==> src/rtl/rstpc_pkg.sv <==
// ----------------------------------------------------------------------------
// rstpc_pkg
// Shared widths, codes and types for the RST polynomial controller.
// ----------------------------------------------------------------------------
package rstpc_pkg;

	localparam int SAMPLE_W = 16;
	localparam int COEF_W   = 24;
	localparam int PROD_W   = SAMPLE_W + COEF_W;
	localparam int ORDER_W  = 7;
	localparam int SEL_W    = 2;
	localparam int CIDX_W   = 6;

	localparam logic REQ_SAMPLE = 1'b0;
	localparam logic REQ_LOAD   = 1'b1;

	typedef enum logic [SEL_W-1:0] {
		SEL_R = 2'd0,
		SEL_S = 2'd1,
		SEL_T = 2'd2
	} coef_sel_t;

	typedef struct packed {
		logic clear;
		logic en;
		logic sub;
	} mac_ctl_t;

endpackage

==> src/rtl/rstpc_mac.sv <==
// ----------------------------------------------------------------------------
// rstpc_mac
// Shared multiply-accumulate: registered product, then add or subtract
// into a wide accumulator.
// ----------------------------------------------------------------------------
module rstpc_mac #(
	parameter int ACC_W = 48
) (
	input  logic                                 clk,
	input  logic                                 arst_n,
	input  rstpc_pkg::mac_ctl_t                  ctl,
	input  logic signed [rstpc_pkg::COEF_W-1:0]   coef,
	input  logic signed [rstpc_pkg::SAMPLE_W-1:0] samp,
	output logic signed [ACC_W-1:0]              acc
);
	import rstpc_pkg::*;

	logic signed [PROD_W-1:0] prod_s1;
	logic                     en_s1;
	logic                     sub_s1;
	logic signed [ACC_W-1:0]  acc_q;
	logic signed [ACC_W-1:0]  prod_x;

	always_ff @(posedge clk) begin
		prod_s1 <= coef * samp;
	end

	assign prod_x = ACC_W'(prod_s1);

	always_ff @(posedge clk or negedge arst_n) begin
		if (!arst_n) begin
			en_s1  <= 1'b0;
			sub_s1 <= 1'b0;
			acc_q  <= '0;
		end else begin
			en_s1  <= ctl.en;
			sub_s1 <= ctl.sub;
			if (ctl.clear)
				acc_q <= '0;
			else if (en_s1)
				acc_q <= sub_s1 ? (acc_q - prod_x) : (acc_q + prod_x);
		end
	end

	assign acc = acc_q;

endmodule

==> config.mk <==
export PLATFORM = sky130hd
export DESIGN_NAME = rstpc_mac
export DESIGN_NICKNAME = d
export VERILOG_FILES = /design/src/rtl/rstpc_pkg.sv /design/src/rtl/rstpc_mac.sv
export SDC_FILE = /design/constraint.sdc
export NUM_CORES = 1
export LEC_CHECK = 0
export ABC_CLOCK_PERIOD_IN_PS = 5200
export BUFFER_PORTS_ARGS = -buffer_cell sky130_fd_sc_hd__buf_4
export CAP_MARGIN = 20
export CORE_MARGIN = 2
export CORE_UTILIZATION = 43
export CTS_CLUSTER_DIAMETER = 50
export DETAILED_ROUTE_END_ITERATION = 7
export PLACE_DENSITY = 0.55
export SLEW_MARGIN = 40
export SYNTH_ARGS = -nofsm -noshare
export SYNTH_HDL_FRONTEND = slang
export SYNTH_SLANG_ARGS = --single-unit
export TNS_END_PERCENT = 100
==> constraint.sdc <==
create_clock -name clk -period 5.2 [get_ports clk]
set_input_delay 0.52 -clock clk [delete_from_list [all_inputs] [get_ports clk]]
set_output_delay 0.52 -clock clk [all_outputs]
set_load 0.005 [all_outputs]
After elaboration in Yosys (flattened, before gate mapping) --
Index checks and enable logic that the tools add are counted.
Storage, ports and cells: input port bits 45, register bits 90, output and inout port bits 48, logic and storage cells 11
Cells by class: multiplexer cells 3, multipliers 1, add/subtract/negate cells 2, reductions and logical operators 1
Operators by type and width (number):
- $mux 48 | 3
- $add 48x40->48 | 1
- $sub 48x40->48 | 1
- $mul 24x16->40 | 1
- $reduce_bool 2->1 | 1

Longest topological paths before layout --
Gate-level depths: netlist (run 1).
depth in word-level cells 4, gate-level depth with buffers 26

Worst setup path after synthesis (run 1) --
OpenSTA, ideal clock, no wires.
path type input to register, start point input port samp[1] (netlist bit), end point register prod_s1[38], path buffers 2, path slack -1051 ps, data required time 5128 ps, data arrival time 6179 ps, cell stages on the path 25, cells stage by stage clkbuf_1 nand2_1 fa_1 inv_1 fa_1 inv_1 fa_1 inv_1 fa_1 fa_1 inv_1 fa_1 inv_1 ha_1 clkbuf_1 a21o_1 a21o_1 a21o_1 a211oi_1 nor2_1 o31ai_1 a311oi_1 o21ai_0 nor2b_1 xnor2_1
Between the ends: longest elaborated chain between the ends 1
Ends and longest elaborated chain:
- from (decl) | line rstpc_mac.sv:13 | input logic signed [rstpc_pkg::SAMPLE_W-1:0] samp,
- $mul 24x16->40 | line rstpc_mac.sv:25 | prod_s1 <= coef * samp;
- to (signal assigned) | line rstpc_mac.sv:25
- to (decl) | line rstpc_mac.sv:18 | logic signed [PROD_W-1:0] prod_s1;
No other way between the ends. A chain may end at the register's enable or synchronous reset.

Worst setup path after layout (run 1) --
start point input port coef[12] (netlist bit), end point register prod_s1[38]
Between the ends: longest elaborated chain between the ends 1
Ends and longest elaborated chain:
- from (decl) | line rstpc_mac.sv:12 | input logic signed [rstpc_pkg::COEF_W-1:0] coef,
- $mul 24x16->40 | line rstpc_mac.sv:25
No other way between the ends.

==> flow_metrics.tcl, run 1 <==
set metrics [dict create \
    cts_root_buf "clkbuf_16" \
    period_share_pct 112 \
    synth_most_common_cell "inv_1" \
    core_um2 45600 \
    gp_congestion 0.866 \
    dr.pass1.iters 5 \
    hp-class "in -> async" \
    slew_violations 0 \
    synth-main-ff-cell "dfrtp_1" \
    violations "negative setup slack" \
    antenna_found_initial 0 \
    fin_ws_ns -0.607 \
    hold_viol 0 \
    drv_cap 0 \
    die-width_um 219 \
    clock-sinks 90 \
    drt-vias-per-instance 4.95 \
    synth_top_cells_by_area "fa_1 38%, ha_1 9.2%, inv_1 8.6%" \
    rr_worst_depth 18 \
    initial_core_util_pct 43.8 \
    syn-cell-area_um2 20000 \
    tightest_slew_ns 0.746 \
    grt_pass1_wl_mm 84.5 \
    synth_edf_count 0 \
    area_growth_pct 24.3 \
    nNetsFinal 3123 \
    io_pins 93 \
    die_h_um 219 \
    synthesis.nets 2840 \
    cts_tree "done" \
    ys_async_sr_fraction_pct 55.6 \
    path_clk_slew_ns 0.06 \
    synth_area_per_cell_um2 8.77 \
    insertion_delay_ns 0.35 \
    drive_above_1_share_pct 22.8 \
    ys_seq_elements 90 \
    final_util_pct 54.4 \
    worst-path-max-fanout 7 \
    rows 78 \
    wl_per_cell_um 16.0 \
    n_antenna_cell 0 \
    max_freq_ghz 0.172 \
    finalClockSkew_ns 0.00633 \
    cts_buffers 9 \
    ant_nets 0 \
    io_buffers 92 \
    vias 15600 \
    drt-initial-drc-count 658 \
    ys.warnings.count 0 \
    die-area_um2 48100 \
    timing_worst_setup_path_type "in -> reg" \
    end_kind "flip-flop" \
    wl_mm 50.7 \
    postSynthCellCount 2274 \
    grt_setup_unrepaired "yes" \
    status "complete, but fails checks" \
    grt_pass1_vias 16500 \
    synth_top_area_share_pct 37.6 \
    ys_top_cells_by_count "459 x inv_1, 375 x fa_1, 256 x nand2_1" \
    setup_viol 23 \
    synth_cell_type_count 69 \
    timing.final.crit_period_ns 5.81 \
    cts_buffer_depth 2 \
    yosys.area.top_type "fa_1" \
    yosysSeqAreaShare_pct 10.3 \
    grt-ovfl-total 0 \
    htreeDepth 3 \
    cp-start-kind "input port" \
    drc 0 \
    cp.arrival_ns 6.04 \
    grt_start_max_net_pins 51 \
    critPathRequiredTime_ns 5.44 \
    dpl.hpwl_mm 43.5 \
    max_slew_margin_pct 50.2 \
    grt.total_usage_pct 21.9 \
]
placed cells by master (no fill, tap or decap), types with 21 or more instances in the layout:
cell type / Yosys / final
a21o_1: 35 / 35
a21oi_1: 113 / 91
and2_1: 154 / 137
buf_12: 0 / 21
buf_4: 0 / 290
buf_6: 0 / 35
dfrtp_1: 50 / 49
dfxtp_1: 40 / 40
fa_1: 375 / 341
fa_2: 0 / 34
ha_1: 146 / 129
inv_1: 459 / 429
inv_2: 0 / 28
mux2i_1: 27 / 27
nand2_1: 256 / 233
nor2_1: 130 / 115
o21ai_0: 49 / 39
xnor2_1: 95 / 93
xor2_1: 30 / 30
critical path, cell delays in order:
cell and delay (ns):
buf_6 0.11, buf_12 0.13, buf_4 0.15, and2_4 0.13, fa_1 0.51, inv_2 0.05
fa_2 0.36, fa_2 0.57, inv_2 0.04, fa_2 0.51, fa_1 0.54, inv_1 0.05
fa_1 0.51, inv_2 0.05, ha_4 0.25, buf_4 0.13, nand3_2 0.16, o31ai_4 0.30
a21oi_4 0.07, nand3b_1 0.22, a311oi_2 0.30, o21ai_1 0.09, nor2b_2 0.15, xnor2_1 0.12
what timing repair did:
action                     in CTS  in global routing
gates resized for setup       129                100
buffers inserted               21                 20
setup endpoints to repair      22                 33
pin swaps                      80                 82
hold buffers                    0                  0
hold endpoints to repair        0                  0
cloned                          5                  2
path summary, 6_finish.rpt:
check	from	to	slack, ns
worst max-delay path	coef[12]	prod_s1[38]$_DFF_P_	-0.61
worst min-delay path	arst_n	acc[0]$_DFFE_PN0P_	0.19
worst max register to register	prod_s1[8]$_DFF_P_	acc[43]$_DFFE_PN0P_	0.42
worst min register to register	acc[43]$_DFFE_PN0P_	acc[43]$_DFFE_PN0P_	0.54
max in group asynchronous	arst_n	en_s1$_DFF_PN0_	4.52
min in group clk	ctl[1]	en_s1$_DFF_PN0_	0.28
per-layer routing:
metal / up-vias / wire [µm] / track usage [%]
li1: 7586 / - / -
met1: 7716 / 24600 / 31.7
met2: 298 / 23400 / 35.9
met3: 47 / 2000 / 2.25
met4: 0 / 686 / 4.08
met5: - / 0 / 0
sequential cells by signal (all words and copies together) (netlist names):
register	count
acc	48
prod_s1	40
en_s1	1
sub_s1	1
cell type report:
| cell class | instances | area [µm²] |
|---|---|---|
| clock inverters | 1 | 5.00 |
| inverters | 459 | 1730 |
| flip-flops and latches | 90 | 2050 |
| multi-input cells | 1634 | 16700 |
| fillers | 4159 | 20800 |
| repair buffers | 363 | 3310 |
| clock buffers | 15 | 300 |
| well taps | 600 | 751 |
stage by stage:
| stage | TNS, ns | worst slack, ns | area, µm² | std cells | hold slack, ns |
|---|---|---|---|---|---|
| 3_5_place_dp | -18.81 | -1.17 | 23200 | 3105 | 0.535 |
| 4_1_cts | -7.14 | -0.564 | 24300 | 3146 | 0.216 |
| 6_report | -7.79 | -0.607 | 24800 | 3162 | 0.190 |
| 5_1_grt | -12.53 | -0.848 | 24800 | 3162 | 0.255 |
| 3_3_place_gp | -17.02 | -1.08 | 23200 | 3105 | 0.528 |
| 2_1_floorplan | -5.07 | -0.797 | 20600 | 2274 | 0.224 |
cell families after synthesis:
kind of cell | Yosys count | synth area share, %
simple gates | 657 | 16.0
buf+inv | 550 | 10.3
fa+ha+maj | 521 | 46.8
compound gates | 301 | 9.55
xor+xnor | 125 | 5.49
flops | 90 | 10.3
mux | 30 | 1.58
Power of run 1 is left out: the tool's default activity adds up to more than one toggle a clock period on the data nets, which glitch-free logic cannot reach.
==> run 2: changes to the inputs <==
--- a/config.mk
+++ b/config.mk
@@ -9,10 +9,10 @@
 export BUFFER_PORTS_ARGS = -buffer_cell sky130_fd_sc_hd__buf_4
 export CAP_MARGIN = 20
 export CORE_MARGIN = 2
-export CORE_UTILIZATION = 43
+export CORE_UTILIZATION = 56
 export CTS_CLUSTER_DIAMETER = 50
 export DETAILED_ROUTE_END_ITERATION = 7
-export PLACE_DENSITY = 0.55
+export PLACE_DENSITY = 0.7
 export SLEW_MARGIN = 40
 export SYNTH_ARGS = -nofsm -noshare
 export SYNTH_HDL_FRONTEND = slang
==> flow_metrics.tcl, run 2 (same netlist as run 1, synthesis figures left out) <==
set metrics [dict create \
    timing.final.crit_period_ns 5.78 \
    hp-class "in -> async" \
    io_buffers 92 \
    grt_setup_unrepaired "yes" \
    vias 16200 \
    layout_common_cells "429 x inv_1, 343 x fa_1, 285 x buf_4" \
    use_met3_pct 3.15 \
    grt_start_max_net_pins 51 \
    wl_mm 50.4 \
    finalClockSkew_ns 0.00734 \
    finalHoldWorstSlack_ns 0.189 \
    die-width_um 193 \
    ff_latch_area_um2 2050 \
    area_growth_pct 22.1 \
    cts_hold_buf 0 \
    antenna_found_initial 0 \
    path_clk_slew_ns 0.06 \
    cp_common_cell "fa_1" \
    grt_pass1_wl_mm 81.6 \
    tightest_slew_ns 0.701 \
    drv_cap 0 \
    r2r_start "prod_s1[8]$_DFF_P_" \
    clock-sinks 90 \
    final_cells 3013 \
    setup_tns_ns -6.79 \
    grt_util_met2_pct 46.8 \
    cts_buffers 9 \
    drc 0 \
    initial_core_util_pct 56.5 \
    ant_nets 0 \
    end_kind "flip-flop" \
    timing_worst_setup_path_type "in -> reg" \
    drt-vias-per-instance 5.37 \
    largest_register_ffs 48 \
    dpl.hpwl_mm 42.3 \
    worst-path-max-fanout 12 \
    nNetsFinal 3113 \
    violations "negative setup slack" \
    final_util_pct 69.0 \
    critPathRequiredTime_ns 5.44 \
    max_freq_ghz 0.173 \
    hold_viol 0 \
    insertion_delay_ns 0.35 \
    slew_violations 0 \
    cts_buffer_depth 2 \
    period_share_pct 111 \
    cp-start-kind "input port" \
    cp.arrival_ns 6.02 \
    io_pins 93 \
    grt-ovfl-total 0 \
    max_slew_margin_pct 53.2 \
    dr.pass1.iters 5 \
    status "complete, but fails checks" \
    die-area_um2 37200 \
    cts_root_buf "clkbuf_16" \
    startpoint "coef[8]" \
    setup_viol 22 \
    gp_congestion 0.911 \
    r2r_slack_ns 0.28 \
    gr-usage-met1_pct 38.0 \
    fillers 2795 \
    rows 69 \
    dp_cells 2956 \
    max_stage_delay_ns 0.55 \
    core_um2 35300 \
    endpoint "prod_s1[38]$_DFF_P_" \
    grt_pass1_vias 16900 \
    wl_per_cell_um 16.7 \
    n_antenna_cell 0 \
    drt-initial-drc-count 812 \
    multiInputGateArea_um2 16500 \
    htreeDepth 3 \
    layout_commonest_cell "inv_1" \
    fin_ws_ns -0.575 \
    slowest_stage "fa_2" \
    drive_above_1_share_pct 22.1 \
    cts_tree "done" \
    top_usage_layer "met2" \
    timing.rr.end "acc[44]$_DFFE_PN0P_" \
    grt.total_usage_pct 27.7 \
    die_h_um 193 \
    rr_worst_depth 21 \
]
## run 2: critical path: cells and delay by family
kind | cells | cell delay (ns)
AND/OR/NAND/NOR | 5 | 0.71
buffers and inverters | 7 | 0.60
XOR/XNOR | 1 | 0.11
adder cells (fa/ha/maj) | 7 | 3.23
AO/OA/AOI/OAI | 5 | 0.83
## run 2: how the worst min path moves through the flow
stage                     endpoint  slack [ns]  cells after the start
2_1_floorplan   acc[0]$_DFFE_PN0P_        0.22                      0
3_3_place_gp   acc[45]$_DFFE_PN0P_        0.53                      1
3_5_place_dp   acc[17]$_DFFE_PN0P_        0.52                      1
4_1_cts         acc[0]$_DFFE_PN0P_        0.22                      1
5_1_grt         acc[0]$_DFFE_PN0P_        0.24                      1
6_report        acc[3]$_DFFE_PN0P_        0.19                      1
## run 2: repair_timing
item	4_1_cts	5_1_grt
pin swaps	80	87
buffers inserted	22	19
gates cloned	3	1
endpoints found under the setup margin	22	29
hold endpoints to repair	0	0
gates resized for setup	121	93
## run 2: routing by layer
| metal | wire length (µm) | vias up |
|---|---|---|
| met2 | 23800 | 496 |
| li1 | - | 7567 |
| met1 | 22500 | 8030 |
| met4 | 1230 | 0 |
| met3 | 2830 | 87 |
| met5 | 0 | - |
## run 2: area by class of cell
class                   instances  area share [%]
multi-input cells            1634            67.9
repair buffers                353            12.8
flip-flops and latches         90            8.43
inverters                     459            7.09
well taps                     461            2.37
clock buffers                  14            1.26
clock inverters                 2           0.154
## run 2: stage by stage
stage / setup WS (ns) / instance area, µm²
2_1_floorplan: -0.797 / 20600
3_3_place_gp: -1.06 / 22900
3_5_place_dp: -1.12 / 22900
4_1_cts: -0.535 / 23900
5_1_grt: -0.762 / 24400
6_report: -0.575 / 24400
Power of run 2 is left out for the same reason.
