===== config.mk =====
export PLATFORM = sky130hd
export DESIGN_NAME = rstpc_mem
export DESIGN_NICKNAME = d
export VERILOG_FILES = /design/src/rtl/rstpc_pkg.sv /design/src/rtl/rstpc_mem.sv
export SDC_FILE = /design/constraint.sdc
export NUM_CORES = 1
export LEC_CHECK = 0
export BUFFER_PORTS_ARGS = -buffer_cell sky130_fd_sc_hd__buf_2
export CAP_MARGIN = 0
export CORE_UTILIZATION = 45
export CTS_BUF_LIST = sky130_fd_sc_hd__clkbuf_4 sky130_fd_sc_hd__clkbuf_8
export CTS_CLUSTER_SIZE = 8
export DETAILED_ROUTE_END_ITERATION = 10
export HOLD_SLACK_MARGIN = 0.12
export PLACE_DENSITY = 0.63
export SETUP_SLACK_MARGIN = 0.15
export SLEW_MARGIN = 20
export SYNTH_ARGS = -nofsm -noshare
export SYNTH_HDL_FRONTEND = slang
export SYNTH_SLANG_ARGS = --single-unit

===== constraint.sdc =====
create_clock -name clk -period 5 [get_ports clk]
set_input_delay 1 -clock clk [delete_from_list [all_inputs] [get_ports clk]]
set_output_delay 1 -clock clk [all_outputs]
set_load 0.005 [all_outputs]

===== src/rtl/rstpc_pkg.sv =====
// ----------------------------------------------------------------------------
// rstpc_pkg
// Shared widths, codes and types for the RST polynomial controller.
// ----------------------------------------------------------------------------
package rstpc_pkg;

	localparam int SAMPLE_W = 16;
	localparam int COEF_W   = 24;
	localparam int PROD_W   = SAMPLE_W + COEF_W;
	localparam int ORDER_W  = 7;
	localparam int SEL_W    = 2;
	localparam int CIDX_W   = 6;

	localparam logic REQ_SAMPLE = 1'b0;
	localparam logic REQ_LOAD   = 1'b1;

	typedef enum logic [SEL_W-1:0] {
		SEL_R = 2'd0,
		SEL_S = 2'd1,
		SEL_T = 2'd2
	} coef_sel_t;

	typedef struct packed {
		logic clear;
		logic en;
		logic sub;
	} mac_ctl_t;

endpackage


===== src/rtl/rstpc_mem.sv =====
// ----------------------------------------------------------------------------
// rstpc_mem
// One write / one read memory with registered read and per-entry valid
// bits; an entry never written reads as zero.
// ----------------------------------------------------------------------------
module rstpc_mem #(
	parameter int WIDTH = 16,
	parameter int DEPTH = 64,
	localparam int AW   = $clog2(DEPTH)
) (
	input  logic             clk,
	input  logic             arst_n,
	input  logic             we,
	input  logic [AW-1:0]    waddr,
	input  logic [WIDTH-1:0] wdata,
	input  logic             re,
	input  logic [AW-1:0]    raddr,
	output logic [WIDTH-1:0] rdata
);
	import rstpc_pkg::*;

	logic [WIDTH-1:0] mem_q [DEPTH];
	logic [DEPTH-1:0] vld_q;
	logic [WIDTH-1:0] rd_q;
	logic             rd_vld_q;

	always_ff @(posedge clk or negedge arst_n) begin
		if (!arst_n) begin
			vld_q    <= '0;
			rd_vld_q <= 1'b0;
		end else begin
			if (we)
				vld_q[waddr] <= 1'b1;
			if (re)
				rd_vld_q <= vld_q[raddr];
		end
	end

	always_ff @(posedge clk) begin
		if (we)
			mem_q[waddr] <= wdata;
		if (re)
			rd_q <= mem_q[raddr];
	end

	assign rdata = rd_vld_q ? rd_q : '0;

endmodule


After elaboration in Yosys (flattened, before gate mapping)

Memories as Yosys holds them, arrays and structs flattened. A register that Yosys moved wholly into a read port is not among the register bits.
Cells that the tools add are included.

Register bits after elaboration: 65
Bits in latches: 0
RAM bits: 1024
ROM bits: 0
Bits of input ports: 32
Output and inout port bits: 16
Word-level logic and storage cells: 15
Memories kept: 1

Add/sub/neg operators: 0
Multiply operators: 0
Divide/modulo/power cells: 0
$lt $le $gt $ge: 3
Eq/ne operators: 0
Shifts and indexed selects: 0
Multiplexer cells: 7
Bitwise gates (word level): 1
Reductions and logical operators: 1

Memory list:

| name  | words | bits a word | read ports | clocked after memory_dff | write ports | RTL line        | source |
|---|---|---|---|---|---|---|---|
| mem_q | 64    | 16          | 1          | 1                        | 1           | rstpc_mem.sv:22 | `logic [WIDTH-1:0] mem_q [DEPTH];` |

Operators with widths:

| cell                 | number |
|---|---|
| $or A64 B64 Y64      | 1 |
| $mux W16             | 1 |
| $lt A6 B7 Y1 const B | 2 |
| $bmux W1 S6          | 1 |
| $demux W1 S6         | 1 |
| $ge A6 B1 Y1 const B | 1 |
| $mux W1              | 4 |
| $logic_and A1 B1 Y1  | 1 |

Longest topological paths before layout

Gate-level depths: netlist of run 1.

Depth in word-level cells: 5
Depth in mapped cells: 8
Depth with buffers taken out: 5

Worst setup path before layout of run 1

Ideal clock, no wire load.

Path kind: input port to flip-flop
From: input waddr[3]
To: memory mem_q[48][0] (enable)
Data arrival time: 2.816 ns
Required time: 4.589 ns
Path slack: 1.773 ns
Cell stages on the path: 4
Cells stage by stage: clkbuf_1 > nand4b_1 > or2_2 > nor3_1

RTL lines:

| what            | RTL line        | source |
|---|---|---|
| start, declared | rstpc_mem.sv:14 | `input logic [AW-1:0] waddr,` |
| end, declared   | rstpc_mem.sv:22 |  |

Straight into the memory's write port.

==> results of run 1 <==
==> critical path: stages <==
cell,delay (ps)
buf_8,390
buf_12,550
mux4_2,610
mux4_2,500
a22oi_1,740
nand2_1,90
==> flip-flops by register name (all words and copies together) (netlist names) <==
signal    count
rd_q         16
vld_q        64
mem_q      1024
rd_vld_q      1
==> stage by stage <==
stage | util [%] | hold WS [ps] | instance area (µm²)
2_1_floorplan | - | 428 | 42300
3_3_place_gp | 47.7 | 441 | 44500
3_5_place_dp | 47.7 | 447 | 44500
4_1_cts | 51.3 | 288 | 47800
5_1_grt | 51.4 | 364 | 47900
6_report | 51.4 | 342 | 47900
==> synthesized netlist by cell type, drive strengths merged <==
library cell	number	area [µm²]
nand2b	5	31.3
and2	17	106
o22ai	12	75.1
or2	66	413
inv	3	11.3
nand2	21	78.8
dfrtp	65	1630
edfxtp	1040	31200
a41o	1	10.0
clkbuf	39	146
buf	52	327
a211oi	1	7.51
mux2i	20	200
nor2	74	278
nand3b	2	15.0
nand3	10	50.1
nor2b	7	43.8
a22oi	24	180
nand4	1	6.26
or3	1	6.26
mux4	329	7410
a311oi	2	17.5
a31oi	2	12.5
nand4b	1	8.76
or3b	1	8.76
a21oi	1	5.00
nor3	2	10.0
==> path summary, 6_finish.rpt <==
path	from	to	slack (ps)
setup / recovery	raddr[0]	rd_q[4]	1390
hold / removal	arst_n	vld_q[59]	340
setup reg to reg	mem_q[60][8]	rd_q[8]	2370
hold reg to reg	vld_q[46]	vld_q[46]	460
max in group asynchronous	arst_n	vld_q[46]	3710
min in group clk	vld_q[46]	vld_q[46]	460
==> metal layers <==
metal  vias up  global-route usage, %  wire length [µm]
met3       124                   5.16              8250
li1       8090                      -                 -
met1     10700                   30.0             40400
met2       878                   32.5             46800
met4         0                   6.14              1800
met5         -                      0                 0
==> area by class of cell <==
cell class                 instances  share of cell area, %
antenna                            2                 0.0105
clock buffer                     254                   6.32
clock inverter                    50                  0.695
inverter                           3                 0.0235
multi-input combinational        600                   18.8
sequential                      1105                   68.6
tap                             1254                   3.28
timing repair buffer             144                   2.25
==> power groups by stage <==
stage,logic (mW),clock network [mW],registers (mW)
6_report,1.05,7.34,10.4
5_1_grt,1.11,7.89,10.4
4_1_cts,1.05,7.50,10.4
3_5_place_dp,1.05,0,10.6
3_3_place_gp,1.03,0,10.6
2_1_floorplan,0.641,0,10.5
==> cell usage in the layout, fill, tap and decap left out, types with 2 or more instances in the layout <==
cell / n
inv_12: 5
clkinv_1: 28
nor2_2: 6
clkinv_8: 3
diode_2: 2
buf_12: 5
buf_4: 104
clkinv_2: 8
clkbuf_4: 75
or2_1: 16
nor2b_1: 7
clkbuf_8: 179
nand2b_1: 5
buf_8: 2
edfxtp_1: 1040
or2_2: 50
a31oi_1: 2
mux2i_1: 20
nand3_1: 10
mux4_2: 329
dfrtp_1: 65
buf_2: 33
nor2_1: 68
and2_1: 17
clkinvlp_4: 2
nor3_2: 2
a311oi_1: 2
inv_8: 3
inv_1: 3
o22ai_1: 12
nand3b_1: 2
a22oi_1: 24
nand2_1: 21
==> cell families after synthesis <==
kind of cell / after synthesis / share of synthesized area, %
buffers and inverters: 94 / 1.14
flip-flops: 1105 / 77.6
AND/OR/NAND/NOR: 208 / 2.50
multiplexers: 349 / 18.0
AO/OA/AOI/OAI: 43 / 0.727
==> qor.yml, run 1 <==
run_status:
  status: "finished, final reports clean"
cells_and_area:
  fill_cells: 7234
  drive_above_1_share_pct: 37.5
  area_delta_synth_final_pct: 13.1
  multi_input_area_um2: 9000
  layout.cells.non_filler: 3412
  seqCellArea_um2: 32900
  final_nets: 2061
critical_path:
  crit_path_max_fanout: 90
  critical_path_class: "in2reg"
  critPathArrivalTime_ps: 4140
  start_kind: "input pin"
  endpoint_kind: "register"
  cp_data_required_time_ps: 5530
  ff2ff_path_depth: 4
power_and_ir_drop:
  combPwrFrac_pct: 5.6
  p_leak_nw: 15.5
  vdd_ir_drop_max_v: 0.000213
  power_frac_seq_pct: 55.3
  p_sw_mw: 4.09
  power.share.switching_pct: 21.8
  power_density_nw_per_um2: 392
  power_mw: 18.8
  p_int_mw: 14.7
  p_clk_share_pct: 39.1
sta:
  rsz0062_at_grt: "no"
  max_freq_mhz: 277
  finalMaxSlewViolations: 0
  setup-tns-final_ps: 0
  skew_ps: 40.6
  relSlewSlack_pct: 32.5
  report.final.setup_viol: 0
  period_share_pct: 72.2
  fin_ws_ps: 1390
  worst_slew_pin_slew_ps: 1010
  hold_viol_final: 0
  period_minus_slack_ps: 3610
drt:
  firstDrtPassIters: 5
  vias: 19800
  wl_per_cell_um: 28.5
  wl_um: 97300
  antenna_left: 0
  vias_per_cell: 5.79
  drc_errors: 0
  dr.first_iter.drc_count: 2330
job:
  maxCapViolCount: 0
clocking:
  cts_sinks: 1105
  insertion_delay_ps: 830
  clkTransAtPathRegs_ps: 60
  cts_root_buf: "clkbuf_8"
  cts_max_level: 4
  cts_buffers: 175
  cts.path.max_buffers: 3
  hold_buffers: 0
  cts_tree: "built"
  post_cts_resized: 0
  postCtsSetupBuffers: 0
yosys:
  ys_seq_area_share_pct: 77.6
  syn_nets: 1831
  syn_area_per_cell_um2: 23.5
  synth-seq-cells: 1105
  synth_cell_types: 31
  netlist_area_um2: 42300
  synthCells: 1799
  yosys_warnings: 0
global_routing:
  grt_pass1_wl_um: 142000
  overflow: 0
  grt_pass1_vias: 20500
  antenna_found_initial: 4
  grt_max_degree: 91
  track_usage_pct: 21.1
die:
  ios: 48
  die_x_um: 309
  die_area_um2: 95300
  die_h_um: 309
  start_util_pct: 45.4
  rows: 112
  core_region_area_um2: 93200
min_path:
  min_path_type: "in2async"
placement:
  placedCellCount: 3106
  place.detailed.hpwl_um: 53600
  io_buffer_count: 47
  place.gp.congestion: 0.825
  pre_cts_slack_ps: 691
Power figures use the tool's default switching activity.
==> run 2, diff against run 1 <==
==> constraint.sdc (replaced) <==
create_clock -name clk -period 3.4 [get_ports clk]
set_input_delay 0.68 -clock clk [delete_from_list [all_inputs] [get_ports clk]]
set_output_delay 0.68 -clock clk [all_outputs]
set_load 0.005 [all_outputs]
==> qor.yml, run 2 (synthesis results as in run 1) <==
run_status:
  status: "finished, final reports clean"
cells_and_area:
  layout_common_cells: "edfxtp_1 (1,040), mux4_2 (329), clkbuf_8 (184), buf_4 (130), nor2_1 (68)"
  drive_above_1_share_pct: 38.4
  largest_reg_flops: 1024
  layout_commonest_cell: "edfxtp_1"
  top_regs: "mem_q x1024, vld_q x64, rd_q x16"
  area_delta_synth_final_pct: 14.5
  top_register: "mem_q"
  final_nets: 2109
  layout.cells.non_filler: 3466
  stdcell_area_um2: 48400
min_path:
  whs_endpoint: "mem_q[3][5]"
  min_path_type: "in2reg"
  holdPathStages: 1
  hp-start: "wdata[5]"
critical_path:
  rr_endpoint: "rd_q[8]"
  rr_startpoint: "mem_q[59][8]"
  critical_path_class: "in2reg"
  crit_path_cell_trace: "buf_8, buf_12, buf_4, buf_4, mux4_2, mux4_2, a22oi_1, nand2_1"
  crit_cells: 8
  cp_data_required_time_ps: 3940
  cp_slowest_cell: "a22oi_1"
  ff2ff_path_depth: 4
  crit_family: "multiplexers"
  start_kind: "input pin"
  critical_path_buf_inv_count: 4
  slowest_delay_ps: 790
  critPathArrivalTime_ps: 3370
  crit_path_max_fanout: 13
  ff2ff_setup_slack_ps: 770
  endpoint_kind: "register"
clocking:
  insertion_delay_ps: 830
  cts.path.max_buffers: 3
  cts_max_level: 4
  postCtsSetupBuffers: 0
  clkTransAtPathRegs_ps: 60
  cts_tree: "built"
  cts_sinks: 1105
  cts_buffers: 177
  cts_root_buf: "clkbuf_8"
sta:
  setup-tns-final_ps: 0
  report.final.setup_viol: 0
  rsz0062_at_grt: "no"
  worst_slew_pin_slew_ps: 1020
  finalMaxSlewViolations: 0
  max_freq_mhz: 354
  period_minus_slack_ps: 2830
  skew_ps: 34.5
  fin_ws_ps: 572
  relSlewSlack_pct: 31.9
  period_share_pct: 83.2
  hold_viol_final: 0
drt:
  firstDrtPassIters: 5
  wl_per_cell_um: 28.9
  vias_per_cell: 5.76
  wl_um: 100000
  drc_errors: 0
  antenna_left: 0
  dr.first_iter.drc_count: 2303
  vias: 20000
global_routing:
  grt_max_degree: 65
  grt_pass1_wl_um: 145000
  grt_pass1_vias: 20900
  antenna_found_initial: 2
  track_usage_pct: 21.7
  overflow: 0
placement:
  pre_cts_slack_ps: -189
  place_area_um2: 45000
  placedCellCount: 3150
  place.detailed.hpwl_um: 57100
  io_buffer_count: 47
  place.gp.congestion: 0.818
die:
  die_h_um: 309
  ios: 48
  die_x_um: 309
  start_util_pct: 45.4
  core_region_area_um2: 93200
  rows: 112
  die_area_um2: 95300
power_and_ir_drop:
  p_leak_nw: 15.8
  power_density_nw_per_um2: 572
  vdd_ir_drop_max_v: 0.000363
job:
  maxCapViolCount: 0
run 2: worst register-to-register path, delay by kind of cell, from the launching register on:
family | cells | cell delay, ps
flops | 1 | 360
simple gates | 1 | 130
compound gates | 1 | 830
mux | 2 | 1010
run 2: worst max-delay path by stage:
stage | startpoint | end | slack [ps]
after global routing | raddr[0] | rd_q[8] | 530
after CTS | rd_vld_q | rdata[14] | 690
final | raddr[0] | rd_q[8] | 570
after detailed placement | raddr[0] | rd_q[10] | -190
after global placement | raddr[0] | rd_q[10] | -180
after floorplan | waddr[3] | mem_q[48][0] | 490
run 2: final cells by class:
| class | instances | area (µm²) |
|---|---|---|
| clock buffer | 251 | 3040 |
| tap | 1254 | 1570 |
| multi-input combinational | 600 | 9000 |
| sequential | 1105 | 32900 |
| fill | 7157 | 44800 |
| inverter | 3 | 11.3 |
| antenna | 5 | 12.5 |
| timing repair buffer | 190 | 1650 |
| clock inverter | 58 | 308 |
run 2: per-stage QoR:
stage	hold slack, ps	total power [mW]	utilization, %
6_report	272	27.7	52.0
5_1_grt	236	28.6	52.0
4_1_cts	271	27.9	51.9
3_5_place_dp	447	17.2	48.3
3_3_place_gp	442	17.1	48.3
2_1_floorplan	384	16.4	-
run 2: repair_timing:
item | CTS | global route
endpoints found under the hold margin | 29 | 0
hold buffers | 1 | 0
resized for setup | 0 | 0
run 2: where the power goes:
part	internal, mW	switching (mW)	total, mW
logic	0.742	0.892	1.63
clock network	5.80	5.00	10.8
registers	15.1	0.118	15.3
run 2: metal layers:
layer  track usage (%)  wire [µm]
met4              5.65       1690
met2              34.5      49000
met5                 0          0
met1              29.9      41200
met3              5.74       8110
==> run 3, diff against run 2 <==
--- a/config.mk
+++ b/config.mk
@@ -5,6 +5,7 @@
 export SDC_FILE = /design/constraint.sdc
 export NUM_CORES = 1
 export LEC_CHECK = 0
+export ABC_AREA = 1
 export BUFFER_PORTS_ARGS = -buffer_cell sky130_fd_sc_hd__buf_2
 export CAP_MARGIN = 0
 export CORE_UTILIZATION = 45
==> constraint.sdc (replaced) <==
create_clock -name clk -period 2.75 [get_ports clk]
set_input_delay 0.55 -clock clk [delete_from_list [all_inputs] [get_ports clk]]
set_output_delay 0.55 -clock clk [all_outputs]
set_load 0.005 [all_outputs]
==> qor.yml, run 3 <==
die:
  start_util_pct: 45.7
  die_h_um: 316
  core_region_area_um2: 97100
  die_area_um2: 99800
  die_x_um: 316
  ios: 48
  rows: 114
yosys:
  synthAdderAreaFrac_pct: 0
  yosys-top-cells-count: "edfxtp_1 (1,040), nand2_1 (608), nor2_1 (485)"
  synthCells: 3599
  synth_xor_area_share_pct: 0
  synth_most_common_cell: "edfxtp_1"
  yosys_warnings: 0
  synth_cell_types: 26
  synth-seq-cells: 1105
  synth-async-reset-ratio_pct: 5.88
  synthMuxAreaShare_pct: 0
  syn_area_per_cell_um2: 12.3
  synth_ff_type: "edfxtp_1"
  synth_top_family_by_area: "simple AND/OR/NAND/NOR gates"
  yosys-top-cells-area: "edfxtp_1 (70%), nand2_1 (5.1%), nor2_1 (4.1%), o21ai_0 (3.9%), dfrtp_1 (3.7%)"
  synth_top_area_share_pct: 70.4
  syn_nets: 3631
  ys_seq_area_share_pct: 74.1
  synth_compound_area_share_pct: 9.29
  synthSimpleGateAreaFrac_pct: 13.1
  synth-edff-count: 1040
  synth_top_area_cell: "edfxtp_1"
  netlist_area_um2: 44400
sta:
  finalMaxSlewViolations: 0
  max_freq_mhz: 404
  fin_ws_ps: 277
  relSlewSlack_pct: 47.3
  period_share_pct: 89.9
  hold_viol_final: 0
  period_minus_slack_ps: 2470
  skew_ps: 55.5
  rsz0062_at_grt: "no"
  worst_slew_pin_slew_ps: 791
  report.final.setup_viol: 0
  setup-tns-final_ps: 0
clocking:
  cts_max_level: 4
  cts_sinks: 1105
  cts_buffers: 176
  cts_root_buf: "clkbuf_8"
  insertion_delay_ps: 870
  cts_tree: "built"
  clkTransAtPathRegs_ps: 60
  cts.path.max_buffers: 3
  postCtsSetupBuffers: 0
cells_and_area:
  final_nets: 3822
  layout.cells.non_filler: 5219
  stdcell_area_um2: 51100
  utilization_pct: 52.6
  top_regs: "mem_q x1024, vld_q x64, rd_q x16"
  layout_commonest_cell: "edfxtp_1"
  layout_common_cells: "edfxtp_1 (1,040), nand2_1 (608), nor2_1 (484), o21ai_0 (350), nand3_1 (241)"
  fill_cells: 8186
  top_register: "mem_q"
  drive_above_1_share_pct: 16.6
  area_delta_synth_final_pct: 15.1
  largest_reg_flops: 1024
critical_path:
  critPathLaunch: "rd_vld_q"
  endpoint_kind: "output pin"
  ff2ff_path_depth: 8
  start_kind: "register"
  rr_startpoint: "mem_q[49][14]"
  cp_data_required_time_ps: 2200
  ff2ff_setup_slack_ps: 910
  slowest_delay_ps: 600
  worstSetupEndpoint: "rdata[0]"
  critical_path_class: "reg2out"
  crit_path_cell_trace: "nand2_1, inv_1, buf_2"
  rr_endpoint: "rd_q[14]"
  crit_path_max_fanout: 17
  cp_slowest_cell: "dfrtp_4"
  critPathArrivalTime_ps: 1920
global_routing:
  grt_max_degree: 94
  antenna_found_initial: 2
  grt_pass1_vias: 28400
  grt_pass1_wl_um: 183000
  overflow: 0
  track_usage_pct: 24.8
power_and_ir_drop:
  vdd_ir_drop_max_v: 0.000465
  combPwrFrac_pct: 7.3
  power_density_nw_per_um2: 701
  power_frac_seq_pct: 52.7
  power.share.switching_pct: 23.6
  p_sw_mw: 8.44
  p_int_mw: 27.4
  p_clk_share_pct: 40.0
  p_leak_nw: 18.2
placement:
  place.gp.congestion: 0.888
  place.detailed.hpwl_um: 74300
  pre_cts_slack_ps: -52.1
  placedCellCount: 4887
  io_buffer_count: 47
  place_area_um2: 47400
drt:
  firstDrtPassIters: 6
  vias: 29400
  wl_um: 123000
  dr.first_iter.drc_count: 3119
  drc_errors: 0
  vias_per_cell: 5.63
  wl_per_cell_um: 23.5
  antenna_left: 0
job:
  maxCapViolCount: 0
min_path:
  min_path_type: "in2reg"
run_status:
  status: "finished, final reports clean"
==> run 3: repair_timing <==
action	in CTS	in global routing
endpoints found under the setup margin	16	0
hold buffers	1	0
hold endpoints to repair	55	0
resized for setup	2	0
==> run 3: cell families (layout without fill, tap and decap cells) <==
kind of cell	after synthesis	in the layout
other	0	3
AOI/OAI and AO/OA	762	762
and+or+nand+nor	1415	1415
DFF	1105	1105
buffers and inverters	317	658
==> run 3: metal layers <==
metal / track usage, % / wire length [µm] / vias up
met5: 0 / 11 / -
met4: 9.06 / 3660 / 2
met3: 4.60 / 9990 / 202
met2: 39.0 / 57100 / 1278
met1: 34.7 / 51700 / 14600
li1: - / - / 13400
==> run 3: cell type report <==
cell class	count	area [µm²]	share of cell area [%]
antenna	3	7.51	0.0147
clock inverter	38	289	0.566
timing repair buffer	253	2650	5.19
multi-input combinational	2177	9980	19.5
inverter	77	313	0.612
tap	1276	1600	3.13
sequential	1105	32900	64.3
clock buffer	290	3380	6.61
==> run 3: power groups by stage <==
stage | clock network, mW | logic [mW] | registers, mW
3_3_place_gp | 0 | 2.58 | 19.2
4_1_cts | 14.5 | 2.62 | 18.9
3_5_place_dp | 0 | 2.61 | 19.2
6_report | 14.3 | 2.63 | 18.9
2_1_floorplan | 0 | 1.43 | 19.2
5_1_grt | 15.2 | 2.86 | 18.9
==> run 3: critical path: cells and delay by family, from the launching register on <==
kind                   cells  cell delay [ps]
AND/OR/NAND/NOR            1              230
buffers and inverters      2              240
flip-flops                 1              600
==> run 3: stage by stage <==
step	hold slack, ps	power [mW]
final	212	35.8
after CTS	169	36.0
after floorplan	254	20.6
after detailed placement	452	21.8
after global routing	195	37.0
after global placement	452	21.8
==> run 3: worst min-delay path by stage <==
stage	to	start	cells after the start
2_1_floorplan	rd_vld_q	arst_n	0
3_3_place_gp	vld_q[55]	vld_q[55]	1
3_5_place_dp	vld_q[17]	vld_q[17]	1
4_1_cts	mem_q[22][3]	wdata[3]	2
5_1_grt	mem_q[6][3]	wdata[3]	2
6_report	mem_q[23][3]	wdata[3]	2
